### config.mk
export PLATFORM = sky130hd
export DESIGN_NAME = dfs_simple_path_finder_core
export DESIGN_NICKNAME = d
export VERILOG_FILES = /design/src/rtl/dfs_spf_pkg.sv /design/src/rtl/dfs_simple_path_finder_core.sv /design/src/rtl/dfs_spf_engine.sv
export SDC_FILE = /design/constraint.sdc
export NUM_CORES = 1
export LEC_CHECK = 0
export BUFFER_PORTS_ARGS = -buffer_cell sky130_fd_sc_hd__buf_4
export CAP_MARGIN = 25
export CORE_UTILIZATION = 55
export CTS_CLUSTER_DIAMETER = 30
export DETAILED_ROUTE_END_ITERATION = 7
export PLACE_DENSITY = 0.76
export SETUP_SLACK_MARGIN = 0.4
export SYNTH_ARGS = -nofsm -noshare
export SYNTH_HDL_FRONTEND = slang
export SYNTH_SLANG_ARGS = --single-unit
### constraint.sdc
create_clock -name clk -period 7.5 [get_ports clk]
set_input_delay 0.75 -clock clk [delete_from_list [all_inputs] [get_ports clk]]
set_output_delay 0.75 -clock clk [all_outputs]
set_load 0.02 [all_outputs]
### src/rtl/dfs_spf_pkg.sv
// ----------------------------------------------------------------------------
// dfs_spf_pkg
// shared types and codes of the depth-first path finder
// ----------------------------------------------------------------------------
package dfs_spf_pkg;

	localparam int OPCODE_W    = 2;
	localparam int VERTEX_W    = 4;
	localparam int STATUS_W    = 2;
	localparam int COUNT_W     = 5;
	localparam int VERTEX_SPAN = 1 << VERTEX_W;

	localparam int APB_ADDR_W  = 3;
	localparam int APB_DATA_W  = 32;

	localparam logic [OPCODE_W-1:0] OP_CLEAR = 2'd0;
	localparam logic [OPCODE_W-1:0] OP_ADD   = 2'd1;
	localparam logic [OPCODE_W-1:0] OP_FIND  = 2'd2;

	localparam logic [STATUS_W-1:0] ST_PATH    = 2'd0;
	localparam logic [STATUS_W-1:0] ST_NO_PATH = 2'd1;
	localparam logic [STATUS_W-1:0] ST_RANGE   = 2'd2;

	localparam logic REG_VERTEX_COUNT = 1'b0;

	localparam logic [COUNT_W-1:0] VC_RESET = 5'd16;

	typedef struct packed {
		logic [OPCODE_W-1:0] opcode;
		logic [VERTEX_W-1:0] from_vertex;
		logic [VERTEX_W-1:0] to_vertex;
	} cmd_item_t;

	typedef struct packed {
		logic [VERTEX_W-1:0] path_vertex;
		logic                last;
		logic [STATUS_W-1:0] status;
	} res_item_t;

	typedef struct packed {
		logic                start;
		logic [VERTEX_W-1:0] from_vertex;
		logic [VERTEX_W-1:0] to_vertex;
		logic [COUNT_W-1:0]  vcount;
	} eng_req_t;

endpackage

### src/rtl/dfs_simple_path_finder_core.sv
// ----------------------------------------------------------------------------
// dfs_simple_path_finder_core
// directed graph in a bit adjacency matrix with a depth-first path search
// ----------------------------------------------------------------------------
// cmd channel (valid/ready): one item clears the matrix, adds one edge or
// asks for a path from from_vertex to to_vertex
// res channel (valid/ready): a query returns the path, start to end, one
// item per vertex with last set on the end vertex, or one status item
// apb port: vertex_count at address 0
// clear and add edge give no item
// a query checks each pushed vertex against to_vertex, then tests the
// neighbours in its row in turn with the single neighbour test of the
// search sequencer; the path then leaves at one item per cycle while
// the receiver takes them
// cmd_ready is low while a query is in progress
// a stalled receiver holds the output register and path emission waits
// reset empties the matrix and sets vertex_count to 16
// ----------------------------------------------------------------------------
module dfs_simple_path_finder_core #(
	parameter int MAX_VERTICES = 16
) (
	input  logic                                  clk,
	input  logic                                  arst_n,
	input  logic                                  psel,
	input  logic                                  penable,
	input  logic                                  pwrite,
	input  logic [dfs_spf_pkg::APB_ADDR_W-1:0]    paddr,
	input  logic [dfs_spf_pkg::APB_DATA_W-1:0]    pwdata,
	output logic [dfs_spf_pkg::APB_DATA_W-1:0]    prdata,
	output logic                                  pready,
	input  logic                                  cmd_valid,
	output logic                                  cmd_ready,
	input  dfs_spf_pkg::cmd_item_t                cmd,
	output logic                                  res_valid,
	input  logic                                  res_ready,
	output dfs_spf_pkg::res_item_t                res
);

	localparam int NUM_V = (MAX_VERTICES < dfs_spf_pkg::VERTEX_SPAN) ?
		MAX_VERTICES : dfs_spf_pkg::VERTEX_SPAN;
	localparam int VW = $clog2(NUM_V);
	localparam int CNT_W = dfs_spf_pkg::COUNT_W;

	logic [CNT_W-1:0]       vc_q;
	logic [CNT_W-1:0]       n_eff;
	logic [NUM_V-1:0]       adj_q [NUM_V];
	logic                   res_valid_q;
	dfs_spf_pkg::res_item_t res_q;

	logic                   reg_idx;
	logic                   cmd_fire;
	logic                   edge_ok;
	logic                   eng_busy;
	logic [VW-1:0]          row_addr;
	logic [NUM_V-1:0]       row;
	logic                   eng_valid;
	logic                   eng_ready;
	dfs_spf_pkg::res_item_t eng_item;
	dfs_spf_pkg::eng_req_t  req;

	// apb register
	assign pready  = 1'b1;
	assign reg_idx = paddr[dfs_spf_pkg::APB_ADDR_W-1];

	always_comb begin
		prdata = '0;
		if (reg_idx == dfs_spf_pkg::REG_VERTEX_COUNT) begin
			prdata = dfs_spf_pkg::APB_DATA_W'(vc_q);
		end
	end

	always_ff @(posedge clk or negedge arst_n) begin
		if (!arst_n) begin
			vc_q <= dfs_spf_pkg::VC_RESET;
		end else if (psel && penable && pwrite && pready
			&& reg_idx == dfs_spf_pkg::REG_VERTEX_COUNT) begin
			vc_q <= pwdata[CNT_W-1:0];
		end
	end

	assign n_eff = (vc_q > CNT_W'(NUM_V)) ? CNT_W'(NUM_V) : vc_q;

	// command intake and adjacency matrix
	assign cmd_ready = !eng_busy;
	assign cmd_fire  = cmd_valid && cmd_ready;
	assign edge_ok   = ({1'b0, cmd.from_vertex} < n_eff) && ({1'b0, cmd.to_vertex} < n_eff);

	always_ff @(posedge clk or negedge arst_n) begin
		if (!arst_n) begin
			adj_q <= '{default: '0};
		end else if (cmd_fire) begin
			case (cmd.opcode)
				dfs_spf_pkg::OP_CLEAR: begin
					adj_q <= '{default: '0};
				end
				dfs_spf_pkg::OP_ADD: begin
					if (edge_ok) begin
						adj_q[cmd.from_vertex[VW-1:0]][cmd.to_vertex[VW-1:0]] <= 1'b1;
					end
				end
				default: begin
					adj_q <= adj_q;
				end
			endcase
		end
	end

	assign row = adj_q[row_addr];

	always_comb begin
		req.start       = cmd_fire && (cmd.opcode == dfs_spf_pkg::OP_FIND);
		req.from_vertex = cmd.from_vertex;
		req.to_vertex   = cmd.to_vertex;
		req.vcount      = n_eff;
	end

	dfs_spf_engine #(
		.NUM_V(NUM_V)
	) u_engine (
		.clk      (clk),
		.arst_n   (arst_n),
		.req      (req),
		.busy     (eng_busy),
		.row_addr (row_addr),
		.row      (row),
		.res_valid(eng_valid),
		.res_ready(eng_ready),
		.res_item (eng_item)
	);

	// output register
	assign eng_ready = !res_valid_q || res_ready;

	always_ff @(posedge clk or negedge arst_n) begin
		if (!arst_n) begin
			res_valid_q <= 1'b0;
		end else if (eng_ready) begin
			res_valid_q <= eng_valid;
		end
	end

	always_ff @(posedge clk) begin
		if (eng_ready && eng_valid) begin
			res_q <= eng_item;
		end
	end

	assign res_valid = res_valid_q;
	assign res       = res_q;

endmodule

### src/rtl/dfs_spf_engine.sv
// ----------------------------------------------------------------------------
// dfs_spf_engine
// depth-first search sequencer: one neighbour test per cycle, path stack,
// backtracking and emission of the found path
// ----------------------------------------------------------------------------
module dfs_spf_engine #(
	parameter int NUM_V = 16
) (
	input  logic                   clk,
	input  logic                   arst_n,
	input  dfs_spf_pkg::eng_req_t  req,
	output logic                   busy,
	output logic [$clog2(NUM_V)-1:0] row_addr,
	input  logic [NUM_V-1:0]       row,
	output logic                   res_valid,
	input  logic                   res_ready,
	output dfs_spf_pkg::res_item_t res_item
);

	localparam int VW = $clog2(NUM_V);
	localparam int CW = VW + 1;
	localparam int DW = $clog2(NUM_V + 1);

	localparam logic [2:0] S_IDLE  = 3'd0;
	localparam logic [2:0] S_CHECK = 3'd1;
	localparam logic [2:0] S_SCAN  = 3'd2;
	localparam logic [2:0] S_EMIT  = 3'd3;
	localparam logic [2:0] S_STAT  = 3'd4;

	logic [2:0]    state_q;
	logic [VW-1:0] top_q;
	logic [VW-1:0] goal_q;
	logic [CW-1:0] n_q;
	logic [CW-1:0] scan_q;
	logic [DW-1:0] depth_q;
	logic [DW-1:0] k_q;
	logic [dfs_spf_pkg::STATUS_W-1:0] stat_q;
	logic [NUM_V-1:0] visited_q;
	logic [VW-1:0] stack_q  [NUM_V];
	logic [CW-1:0] resume_q [NUM_V];

	logic [DW-1:0] depth_m1;
	logic [DW-1:0] depth_m2;
	logic [VW-1:0] rd_idx;
	logic [VW-1:0] stack_rd;
	logic [CW-1:0] resume_rd;
	logic [VW-1:0] scan_idx;
	logic [VW-1:0] from_idx;
	logic          scan_end;
	logic          scan_hit;
	logic          depth_full;
	logic          do_push;
	logic          do_pop;
	logic          emit_last;
	logic          range_bad;

	assign depth_m1   = depth_q - DW'(1);
	assign depth_m2   = depth_q - DW'(2);
	assign rd_idx     = (state_q == S_EMIT) ? k_q[VW-1:0] : depth_m2[VW-1:0];
	assign stack_rd   = stack_q[rd_idx];
	assign resume_rd  = resume_q[rd_idx];
	assign scan_idx   = scan_q[VW-1:0];
	assign from_idx   = req.from_vertex[VW-1:0];
	assign scan_end   = scan_q >= n_q;
	assign scan_hit   = row[scan_idx] && !visited_q[scan_idx];
	assign depth_full = depth_q == DW'(NUM_V);
	assign do_push    = (state_q == S_SCAN) && !scan_end && scan_hit && !depth_full;
	assign do_pop     = (state_q == S_SCAN) && (scan_end || (scan_hit && depth_full));
	assign emit_last  = (k_q + DW'(1)) == depth_q;
	assign range_bad  = ({1'b0, req.from_vertex} >= req.vcount)
		|| ({1'b0, req.to_vertex} >= req.vcount);

	assign busy     = state_q != S_IDLE;
	assign row_addr = top_q;

	always_comb begin
		res_valid = 1'b0;
		res_item  = '0;
		unique case (state_q)
			S_EMIT: begin
				res_valid            = 1'b1;
				res_item.path_vertex = dfs_spf_pkg::VERTEX_W'(stack_rd);
				res_item.last        = emit_last;
				res_item.status      = dfs_spf_pkg::ST_PATH;
			end
			S_STAT: begin
				res_valid       = 1'b1;
				res_item.last   = 1'b1;
				res_item.status = stat_q;
			end
			default: begin
				res_valid = 1'b0;
			end
		endcase
	end

	always_ff @(posedge clk or negedge arst_n) begin
		if (!arst_n) begin
			state_q <= S_IDLE;
			depth_q <= '0;
		end else begin
			unique case (state_q)
				S_IDLE: begin
					if (req.start) begin
						if (range_bad) begin
							state_q <= S_STAT;
						end else begin
							state_q <= S_CHECK;
							depth_q <= DW'(1);
						end
					end
				end
				S_CHECK: begin
					state_q <= (top_q == goal_q) ? S_EMIT : S_SCAN;
				end
				S_SCAN: begin
					if (do_push) begin
						depth_q <= depth_q + DW'(1);
						state_q <= S_CHECK;
					end else if (do_pop) begin
						depth_q <= depth_m1;
						if (depth_q == DW'(1)) begin
							state_q <= S_STAT;
						end
					end
				end
				S_EMIT: begin
					if (res_ready && emit_last) begin
						state_q <= S_IDLE;
					end
				end
				S_STAT: begin
					if (res_ready) begin
						state_q <= S_IDLE;
					end
				end
				default: begin
					state_q <= S_IDLE;
				end
			endcase
		end
	end

	// working registers, written before each use
	always_ff @(posedge clk) begin
		unique case (state_q)
			S_IDLE: begin
				n_q    <= req.vcount[CW-1:0];
				top_q  <= from_idx;
				goal_q <= req.to_vertex[VW-1:0];
				scan_q <= '0;
				k_q    <= '0;
				stat_q <= dfs_spf_pkg::ST_RANGE;
				visited_q  <= {{(NUM_V-1){1'b0}}, 1'b1} << from_idx;
				stack_q[0] <= from_idx;
			end
			S_CHECK: begin
				k_q <= '0;
			end
			S_SCAN: begin
				if (do_push) begin
					resume_q[depth_m1[VW-1:0]] <= scan_q + CW'(1);
					visited_q[scan_idx]        <= 1'b1;
					stack_q[depth_q[VW-1:0]]   <= scan_idx;
					top_q                      <= scan_idx;
					scan_q                     <= '0;
				end else if (do_pop) begin
					top_q  <= stack_rd;
					scan_q <= resume_rd;
					stat_q <= dfs_spf_pkg::ST_NO_PATH;
				end else begin
					scan_q <= scan_q + CW'(1);
				end
			end
			S_EMIT: begin
				if (res_ready) begin
					k_q <= k_q + DW'(1);
				end
			end
			default: begin
				k_q <= k_q;
			end
		endcase
	end

endmodule
# [Yosys cells after proc, flatten, opt, wreduce, memory -nomap -nowiden]
# Memory sizes are Yosys's and may differ from the RTL's.
# Index checks and enable logic that the tools add are counted.
# W data, S select, Z words.
[op_classes] n_addsub=5 n_lt_le_gt_ge=13 eq_ne=21 n_shift=1 mux=55 n_bitwise=5 reduce_logical=41
[ops] cell="$pmux W256 S2" count=1
[ops] cell="$mux W256" count=1
[ops] cell="$or A256 B256 Y256" count=1
[ops] cell="$bmux W16 S4" count=1
[ops] cell="$demux W16 S4" count=1
[ops] cell="$mux W16" count=4
[ops] cell="$mux W5" count=9
[ops] cell="$pmux W16 S2" count=1
[ops] cell="$pmux W5 S2" count=3
[ops] cell="$mux W3" count=7
[ops] cell="$mux W4" count=5
[ops] cell="$logic_and A1 B1 Y1" count=17
[ops] cell="$or A16 B16 Y16" count=1
[ops] cell="$shl A1 B4 Y16 const A" count=1
[ops] cell="$add A5 B1 Y5 const B" count=3
[ops] cell="$pmux W3 S5" count=1
[ops] cell="$ne A2 B2 Y1 const B" count=7
[ops] cell="$mux W1" count=12
[ops] cell="$ge A4 B5 Y1" count=2
[ops] cell="$ge A5 B5 Y1 const B" count=2
[ops] cell="$lt A4 B5 Y1" count=2
[ops] cell="$lt A4 B5 Y1 const B" count=2
[ops] cell="$not A4 Y5" count=2
[ops] cell="$bmux W1 S4" count=2
[ops] cell="36 further kinds" count=53
[word_totals] register_bits=318 ram_bits=144 in_bits=52 wordCells=173 memories=2
[mem_list] name="u_engine.resume_q" depth=16 width=5 read_ports=1 rd_ports_with_merged_regs=0 write_ports=1 line_no="dfs_spf_engine.sv:40" source="logic [CW-1:0] resume_q [NUM_V];"
[mem_list] name="u_engine.stack_q" depth=16 width=4 read_ports=1 rd_ports_with_merged_regs=0 write_ports=1 line_no="dfs_spf_engine.sv:39" source="logic [VW-1:0] stack_q [NUM_V];"

# [Longest topological paths before layout]
# Gate-level depths: netlist of the first run.
[logic_depth] word_depth=14 depth_mapped=15 ltp_nobuf=11

# [Modules after synthesis]
# Synthesis of the first run repeated with hierarchy kept, for this count alone.
[hier_totals] hier_cells=1573 hier_area_um2=22073.7
[by_module_without_submodules] mod="dfs_simple_path_finder_core" n_inst=1 cells_per_inst=952 area_per_inst_um2=12908.6
[by_module_without_submodules] mod="dfs_spf_engine" n_inst=1 cells_per_inst=621 area_per_inst_um2=9165.0

# [Worst setup path after synthesis of the first run]
# OpenSTA, ideal clock, no wires.
[synth_timing] kind="register to register" from="register u_engine.scan_q[0]" to="memory u_engine.stack_q[0][0] (netlist bit) (enable)" setup_time_ns=0.373 arrival_ns=3.503 required_time_ns=7.127 slack_ns=3.624 stages_incl_launch_ff=15 n_path_buf=4 period_less_slack_ns=3.876 path_cell_list="edfxtp_1 > buf_2 > clkbuf_1 > inv_1 > ha_1 > nand2b_1 > a21o_1 > a21o_1 > a21o_1 > a2111oi_0 > and4_1 > buf_6 > buf_2 > nand3_1 > o31ai_1"
[synth_between] elab_chain_cells=11 elab_cells_between_ends=17 classes_between="1 x order compare; 9 x mux; 7 x reduce/logical"
[synth_lines] element="from (decl)" line_no="dfs_spf_engine.sv:34" source="logic [CW-1:0] scan_q;"
[synth_lines] element="from (signal assigned)" line_no="dfs_spf_engine.sv:169" source="scan_q <= resume_rd;"
[synth_lines] element="from (signal assigned)" line_no="dfs_spf_engine.sv:172" source="scan_q <= scan_q + CW'(1);"
[synth_lines] element="$bmux W1 S4" line_no="dfs_spf_engine.sv:65" source="assign scan_hit = row[scan_idx] && !visited_q[scan_idx];"
[synth_lines] element="$mux W1 (not written as such)" line_no="dfs_spf_engine.sv:65"
[synth_lines] element="$logic_not A1 Y1" line_no="dfs_spf_engine.sv:65"
[synth_lines] element="$logic_and A1 B1 Y1" line_no="dfs_spf_engine.sv:65"
[synth_lines] element="$logic_and A1 B1 Y1 (*) (2 in a row)" line_no="dfs_spf_engine.sv:67" source="assign do_push = (state_q == S_SCAN) && !scan_end && scan_hit && !depth_full;"
[synth_lines] element="$mux W1 (*)" line_no="dfs_spf_engine.sv:161" source="if (do_push) begin"
[synth_lines] element="$mux W1 (*)" line_no="dfs_spf_engine.sv:146" source="unique case (state_q)"
[synth_lines] element="$mux W1 (not written as such) (*)" line_no="dfs_spf_engine.sv:164" source="stack_q[depth_q[VW-1:0]] <= scan_idx;"
[synth_lines] element="$reduce_or A4 Y1 (no line)"
[synth_lines] element="$mux W4 (no line) or $mux W1 (tied branches)"
[synth_lines] element="to (decl)" line_no="dfs_spf_engine.sv:39"
# Every way passes the cells marked *; elsewhere a longest branch is shown, timed or not. The select of a mux whose other input is x is not followed.

# [Final worst setup path of the first run]
[layout_timing] from="register u_engine.top_q[2], in the netlist u_engine.row_addr[2]" to="memory u_engine.stack_q[0][3] (netlist bit) (enable)"
[layout_between] elab_chain_cells=14 elab_cells_between_ends=15 classes_between="10 x mux; 1 x bitwise; 4 x reduce/logical"
[layout_lines] element="from (decl)" line_no="dfs_spf_engine.sv:31" source="logic [VW-1:0] top_q;"
[layout_lines] element="from (signal assigned)" line_no="dfs_spf_engine.sv:149" source="top_q <= from_idx;"
[layout_lines] element="from (signal assigned)" line_no="dfs_spf_engine.sv:165" source="top_q <= scan_idx;"
[layout_lines] element="from (signal assigned)" line_no="dfs_spf_engine.sv:168" source="top_q <= stack_rd;"
[layout_lines] element="$not A4 Y5 (not written as such) (*)" line_no="dfs_simple_path_finder_core.sv:108" source="assign row = adj_q[row_addr];"
[layout_lines] element="$bmux W16 S4 (*)" line_no="dfs_simple_path_finder_core.sv:108"
[layout_lines] element="$mux W16 (not written as such) (*) (2 in a row)" line_no="dfs_simple_path_finder_core.sv:108"
[layout_lines] element="$bmux W1 S4 (*)" line_no="dfs_spf_engine.sv:65"
[layout_lines] element="$mux W1 (not written as such) (*)" line_no="dfs_spf_engine.sv:65"
[layout_lines] element="$logic_and A1 B1 Y1 (*)" line_no="dfs_spf_engine.sv:65"
[layout_lines] element="$logic_and A1 B1 Y1 (*) (2 in a row)" line_no="dfs_spf_engine.sv:67"
[layout_lines] element="$mux W1 (*)" line_no="dfs_spf_engine.sv:161"
[layout_lines] element="$mux W1 (*)" line_no="dfs_spf_engine.sv:146"
[layout_lines] element="$mux W1 (not written as such) (*)" line_no="dfs_spf_engine.sv:164"
[layout_lines] element="$reduce_or A4 Y1 (no line)"
[layout_lines] element="$mux W4 (no line) or $mux W1 (tied branches)"
# Marked as above.

==> flow_summary.toml, run 1 <==
[cells_and_area]
fin_cells = 2573
fillers = 2703
area_delta_synth_final_pct = 18.6
drive_gt1_share_pct = 16.4
fin_area_um2 = 25300
final_nets = 2064
diodes = 0

[run_status]
status = "finished clean"

[route]
drt_wl_total_um = 56100
vias = 16000
drcViolationCount = 0
drt_first_pass_iters = 5
post_drt_wl_per_cell_um = 21.8
via_per_inst = 6.20
drtAntennaViolNets = 0
drt_iter0_drc = 1580

[clocking]
h-tree-depth = 3
insertion_delay_ps = 620
cts_resized = 0
clk_pin_slew_ps = 50
cts_inserted_buffers = 93
cts.path.max_buffers = 3
hold_buffers = 0
cts_setup_buffers = 0
cts_tree = "built"
cts.sinks = 462
cts_root_buf = "clkbuf_16"

[worst_setup_path]
path_class = "reg2reg"
cp_max_fo = 28
reg2reg_from = "u_engine.row_addr[2]"
rrSetupSlack_ps = 3010
rr_worst_depth = 10
worst-endpoint-required_ps = 7730
endpoint_kind = "flip-flop"
critPathArrivalTime_ps = 4720
r2r_end = "u_engine.stack_q[0][3]"
start_kind = "flip-flop"

[pwr]
clkPwrFrac_pct = 40.7
internal-power_uw = 6850
power.density_nw_per_um2 = 411
swShare_pct = 34.0
power_frac_comb_pct = 28.0
power.switching_uw = 3530
p_leak_uw = 0.0110
ir_worst_vdd_uv = 291
power_frac_seq_pct = 31.4

[placed_design]
portBuffers = 36
place_inst = 2395
hpwl_um = 32100
placed_area_um2 = 22000
place_congestion = 0.877

[timing]
setup_viol = 0
worstMarginPinSlew_ps = 1210
hold-worst-slack_ps = 230
setup-tns-final_ps = 0
finClkSkew_ps = 36.1
clock.fmax_mhz = 223
period_needed_ps = 4490
min_period_over_period_pct = 59.9
relSlewSlack_pct = 19.5
hold_viol = 0
rsz0062_at_grt = "no"
maxSlewViolCount = 0

[logic_synthesis]
synth_xor_area_share_pct = 0.822
yosysWarnings = 0
synth_flop_cell = "dfrtp_1"
synth_compound_area_share_pct = 11.5
synth-edff-count = 192
syn_area_um2 = 21300
ys_ff_latch = 462
ys_seq_area_share_pct = 58.8
yosys.area_share.simple_pct = 14.1
yosys.area.top_type = "dfrtp_1"
synthDominantCellAreaShare_pct = 31.6
synth_cell_types = 63
synth_top_family_by_area = "simple AND/OR/NAND/NOR gates"
synthCells = 1939
synth_area_per_cell_um2 = 11.0
synth_fa_ha_area_share_pct = 1.64
netlist_top_cells_area = "dfrtp_1 (32%), edfxtp_1 (27%), a21oi_1 (6.8%)"
muxShareOfSynthArea_pct = 8.83
synthArstFlopShare_pct = 58.4

[global_route]
first_global_vias = 16100
grtUsageTotal_pct = 29.2
antenna_found_initial = 1
grt_max_degree = 257
grt_overflow = 0
grt_pass1_wl_um = 87900

[floorplanning]
die_y_um = 199
die_w_um = 199
initial_core_util_pct = 56.3
fp.dieArea_um2 = 39500
ioPinCount = 94
rows = 71
core_um2 = 37800

[hold_path]
min_path_type = "in2async"

[flow_run]
drv_cap = 0
==> power groups by stage <==
stage	registers, uW	logic [uW]	clock network [uW]
after floorplan	3150	2060	0
after global placement	3280	2760	0
after detailed placement	3290	2810	0
after CTS	3250	2860	4240
after global routing	3280	3100	4370
final	3260	2900	4220
==> stage by stage <==
stage	setup WS, ps	power [uW]	util (%)
floorplan	3620	5210	-
global placement	3000	6040	57.9
detailed placement	3000	6100	58.0
CTS	2890	10400	66.7
global route	2760	10800	66.8
finish	3010	10400	66.8
==> worst max-delay path, stage by stage (launching register included) <==
cell	delay, ps
edfxtp_1	760
buf_4	470
mux2i_1	150
a311o_1	360
a2111oi_0	490
nor4_1	100
a32oi_1	350
and4_1	240
buf_4	320
nand3_1	220
o31ai_1	620
==> cell families (layout without fill, tap and decap cells) <==
logic type,Yosys count,after routing
and+or+nand+nor,702,702
DFF,462,462
AOI/OAI and AO/OA,425,425
buffers and inverters,192,289
muxes,108,108
adders and majority gates,28,28
xor gates and xnor gates,20,20
other,2,28
==> final cells by class <==
type                    count  area, um2  share of cell area [%]
repair buffers             91        756                    2.99
inverters                  25       93.8                   0.371
flip-flops and latches    462      12500                    49.6
well taps                 511        639                    2.53
multi-input cells        1311       7990                    31.6
clock inverters            63        722                    2.86
clock buffers             110       2540                    10.0
==> worst max path at each step <==
| stage | from | to | slack [ps] |
|---|---|---|---|
| CTS | u_engine.row_addr[0] | u_engine.stack_q[7][0] | 2890 |
| global placement | u_engine.row_addr[0] | u_engine.stack_q[14][0] | 3000 |
| floorplan | u_engine.scan_q[0] | u_engine.stack_q[0][0] | 3620 |
| detailed placement | u_engine.row_addr[0] | u_engine.stack_q[15][0] | 3000 |
| global route | u_engine.row_addr[0] | u_engine.row_addr[0] | 2760 |
| finish | u_engine.row_addr[2] | u_engine.stack_q[0][3] | 3010 |
==> cells in the final DEF (no fill, tap or decap), drive strengths merged, types with 9 or more instances in the layout <==
| master | count |
|---|---|
| clkbuf | 110 |
| nand4 | 11 |
| a311oi | 25 |
| buf | 91 |
| nand2 | 182 |
| nor2 | 336 |
| mux2i | 26 |
| and3 | 23 |
| nand2b | 18 |
| conb | 28 |
| clkinvlp | 9 |
| nor2b | 22 |
| nand3 | 70 |
| bufinv | 13 |
| nor3 | 21 |
| dfrtp | 269 |
| edfxtp | 192 |
| mux2 | 21 |
| ha | 28 |
| xnor2 | 12 |
| inv | 31 |
| a31oi | 12 |
| a21oi | 291 |
| clkinv | 35 |
| mux4 | 61 |
| o21ai | 31 |
==> routing by layer <==
metal  track usage [%]  vias up  routed length, um  share of wire (%)
li1                  -     6992                  -                  -
met1              36.8     7889              20700                 37
met2              48.2      881              27800                 50
met3              6.19      188               5340                9.5
met4              13.8        2               2210                3.9
met5                 0        -                 10              0.018
==> cells in the mapped netlist (6+ instances only) <==
cell / instances
o22ai_1: 7
a31oi_1: 12
buf_6: 6
nand4_1: 11
nand2_1: 182
nand3_1: 70
and3_1: 23
nor2_1: 335
buf_4: 36
buf_2: 10
a21oi_1: 291
dfrtp_1: 269
nor2b_1: 22
a22oi_1: 8
mux4_2: 59
nand2b_1: 18
mux2i_1: 26
xnor2_1: 12
ha_1: 28
inv_1: 24
a311oi_1: 25
a311o_1: 7
clkbuf_1: 107
a21o_1: 8
nor3_1: 21
edfxtp_1: 192
mux2_2: 20
xor2_1: 8
buf_1: 8
o21ai_0: 28
==> sequential cells by signal (all words and copies together), names as in the netlist <==
name / count
u_engine.resume_q: 80
res: 7
u_engine.k_q: 5
vc_q: 5
u_engine.stack_q: 64
u_engine.row_addr: 4
u_engine.state_q: 3
u_engine.n_q: 5
u_engine.depth_q: 5
adj_q: 256
res_valid: 1
u_engine.visited_q: 16
u_engine.stat_q: 2
u_engine.scan_q: 5
u_engine.goal_q: 4
Power figures use the tool's default switching activity.
==> run 2: changes to the inputs <==
==> constraint.sdc (replaced) <==
create_clock -name clk -period 4.25 [get_ports clk]
set_input_delay 0.425 -clock clk [delete_from_list [all_inputs] [get_ports clk]]
set_output_delay 0.425 -clock clk [all_outputs]
set_load 0.02 [all_outputs]
==> flow_summary.toml, run 2 (same netlist as run 1, synthesis figures left out) <==
[timing]
clock.fmax_mhz = 268
worstMarginPinSlew_ps = 1110
setup-tns-final_ps = 0
rsz0062_at_grt = "no"
finClkSkew_ps = 25.7
setup_viol = 0
hold-worst-slack_ps = -9.93
min_period_over_period_pct = 87.9
fin_ws_ps = 516
maxSlewViolCount = 0
hold_viol = 2
relSlewSlack_pct = 25.5
period_needed_ps = 3730

[floorplanning]
die_w_um = 199
core_um2 = 37800
fp.dieArea_um2 = 39500
rows = 71
die_y_um = 199
initial_core_util_pct = 56.3
ioPinCount = 94

[pwr]
power.density_nw_per_um2 = 721
p_leak_uw = 0.0112
ir_worst_vdd_uv = 400

[worst_setup_path]
path_class = "reg2reg"
endpoint_kind = "flip-flop"
worst-endpoint-required_ps = 4520
cp_max_fo = 19
critPathArrivalTime_ps = 4000
start_kind = "flip-flop"

[cells_and_area]
fillers = 2713
max_flop_register = "adj_q"
mostFrequentLayoutCell = "nor2_1"
area_delta_synth_final_pct = 19.9
fin_area_um2 = 25500
drive_gt1_share_pct = 18.3
final_nets = 2098
most-common-layout-cells = "nor2_1 (325), a21oi_1 (291), dfrtp_1 (269), edfxtp_1 (192), nand2_1 (182)"
largest_reg_flops = 256

[clocking]
h-tree-depth = 3
cts_root_buf = "clkbuf_16"
cts.path.max_buffers = 3
insertion_delay_ps = 620
cts_tree = "built"
cts.sinks = 462
cts_inserted_buffers = 91
clk_pin_slew_ps = 60

[hold_path]
min_path_type = "in2async"

[global_route]
grtUsageTotal_pct = 29.7
antenna_found_initial = 1
grt_overflow = 0
grt_max_degree = 145
first_global_vias = 16200
grt_pass1_wl_um = 89100

[run_status]
violations = "negative hold slack"
status = "complete, but fails checks"

[route]
vias = 16100
drtAntennaViolNets = 0
drt_wl_total_um = 57200
post_drt_wl_per_cell_um = 22.0
drt_iter0_drc = 1637
drt_first_pass_iters = 6
drcViolationCount = 0
via_per_inst = 6.19

[placed_design]
hpwl_um = 33600
portBuffers = 36
placed_area_um2 = 22200
dpl_worst_slack_ps = 316
place_congestion = 0.925

[flow_run]
drv_cap = 0
==> run 2: cell types whose count changed in the layout (fill, tap and decap cells not counted), sizes merged <==
cell / delta
buf: +33
bufinv: -4
clkinv: -9
inv: +3
diode: +1
clkbuf: +8
clkinvlp: -1
==> run 2: what timing repair did <==
action	CTS	global route
gates cloned	0	0
gates resized for setup	1	15
hold buffers	0	0
setup buffers	0	3
setup endpoints to repair	103	165
==> run 2: worst paths after layout <==
path                                      start                endpoint  slack (ps)  cells past startpoint
setup / recovery           u_engine.row_addr[0]  u_engine.stack_q[3][3]         520                     10
hold / removal                           arst_n              adj_q[220]         -10                      1
setup reg to reg           u_engine.row_addr[0]  u_engine.stack_q[3][3]         520                     10
hold reg to reg                      adj_q[128]              adj_q[128]         490                      2
max in group asynchronous                arst_n                 vc_q[4]        3230                      2
min in group clk                      pwdata[2]                 vc_q[2]          50                      2
==> run 2: layout make-up <==
class                   count  area [um2]  area share [%]
inverters                  25        93.8           0.367
clock buffers             115        2490            9.75
clock inverters            52         639            2.50
multi-input cells        1311        8050            31.5
well taps                 511         639            2.50
repair buffers            127        1110            4.34
diodes                      1        2.50         0.00980
flip-flops and latches    462       12500            49.0
==> run 2: worst max-delay path, stage by stage (launching register included) <==
cell and delay [ps]:
edfxtp_1 530, buf_4 270, mux4_2 350, mux2i_1 130, o31ai_1 410, nor3_1 100, a32oi_1 420, and4_1 260
buf_4 250, nand3_1 240, nor2_1 410
==> run 2: report_power, final <==
part / internal (uW) / switching (uW)
clock: 4730 / 2450
sequential: 5320 / 302
combinational: 1930 / 3690
total: 12000 / 6440
==> run 2: routing by layer <==
| metal | share of wire (%) | up-vias | GRT usage (%) |
|---|---|---|---|
| li1 | - | 7053 | - |
| met1 | 37 | 7991 | 37.7 |
| met2 | 49 | 856 | 48.4 |
| met3 | 9.1 | 207 | 6.39 |
| met4 | 4.5 | 0 | 14.8 |
| met5 | 0 | - | 0 |
==> run 2: through the flow <==
stage,total power [uW],hold slack [ps],util [%],std cells
floorplan,9200,129,-,1965
global placement,10900,468,58.7,2424
detailed placement,11000,479,58.7,2424
CTS,18200,29.8,67.0,2591
global route,19100,34.1,67.5,2603
finish,18400,-9.93,67.5,2604
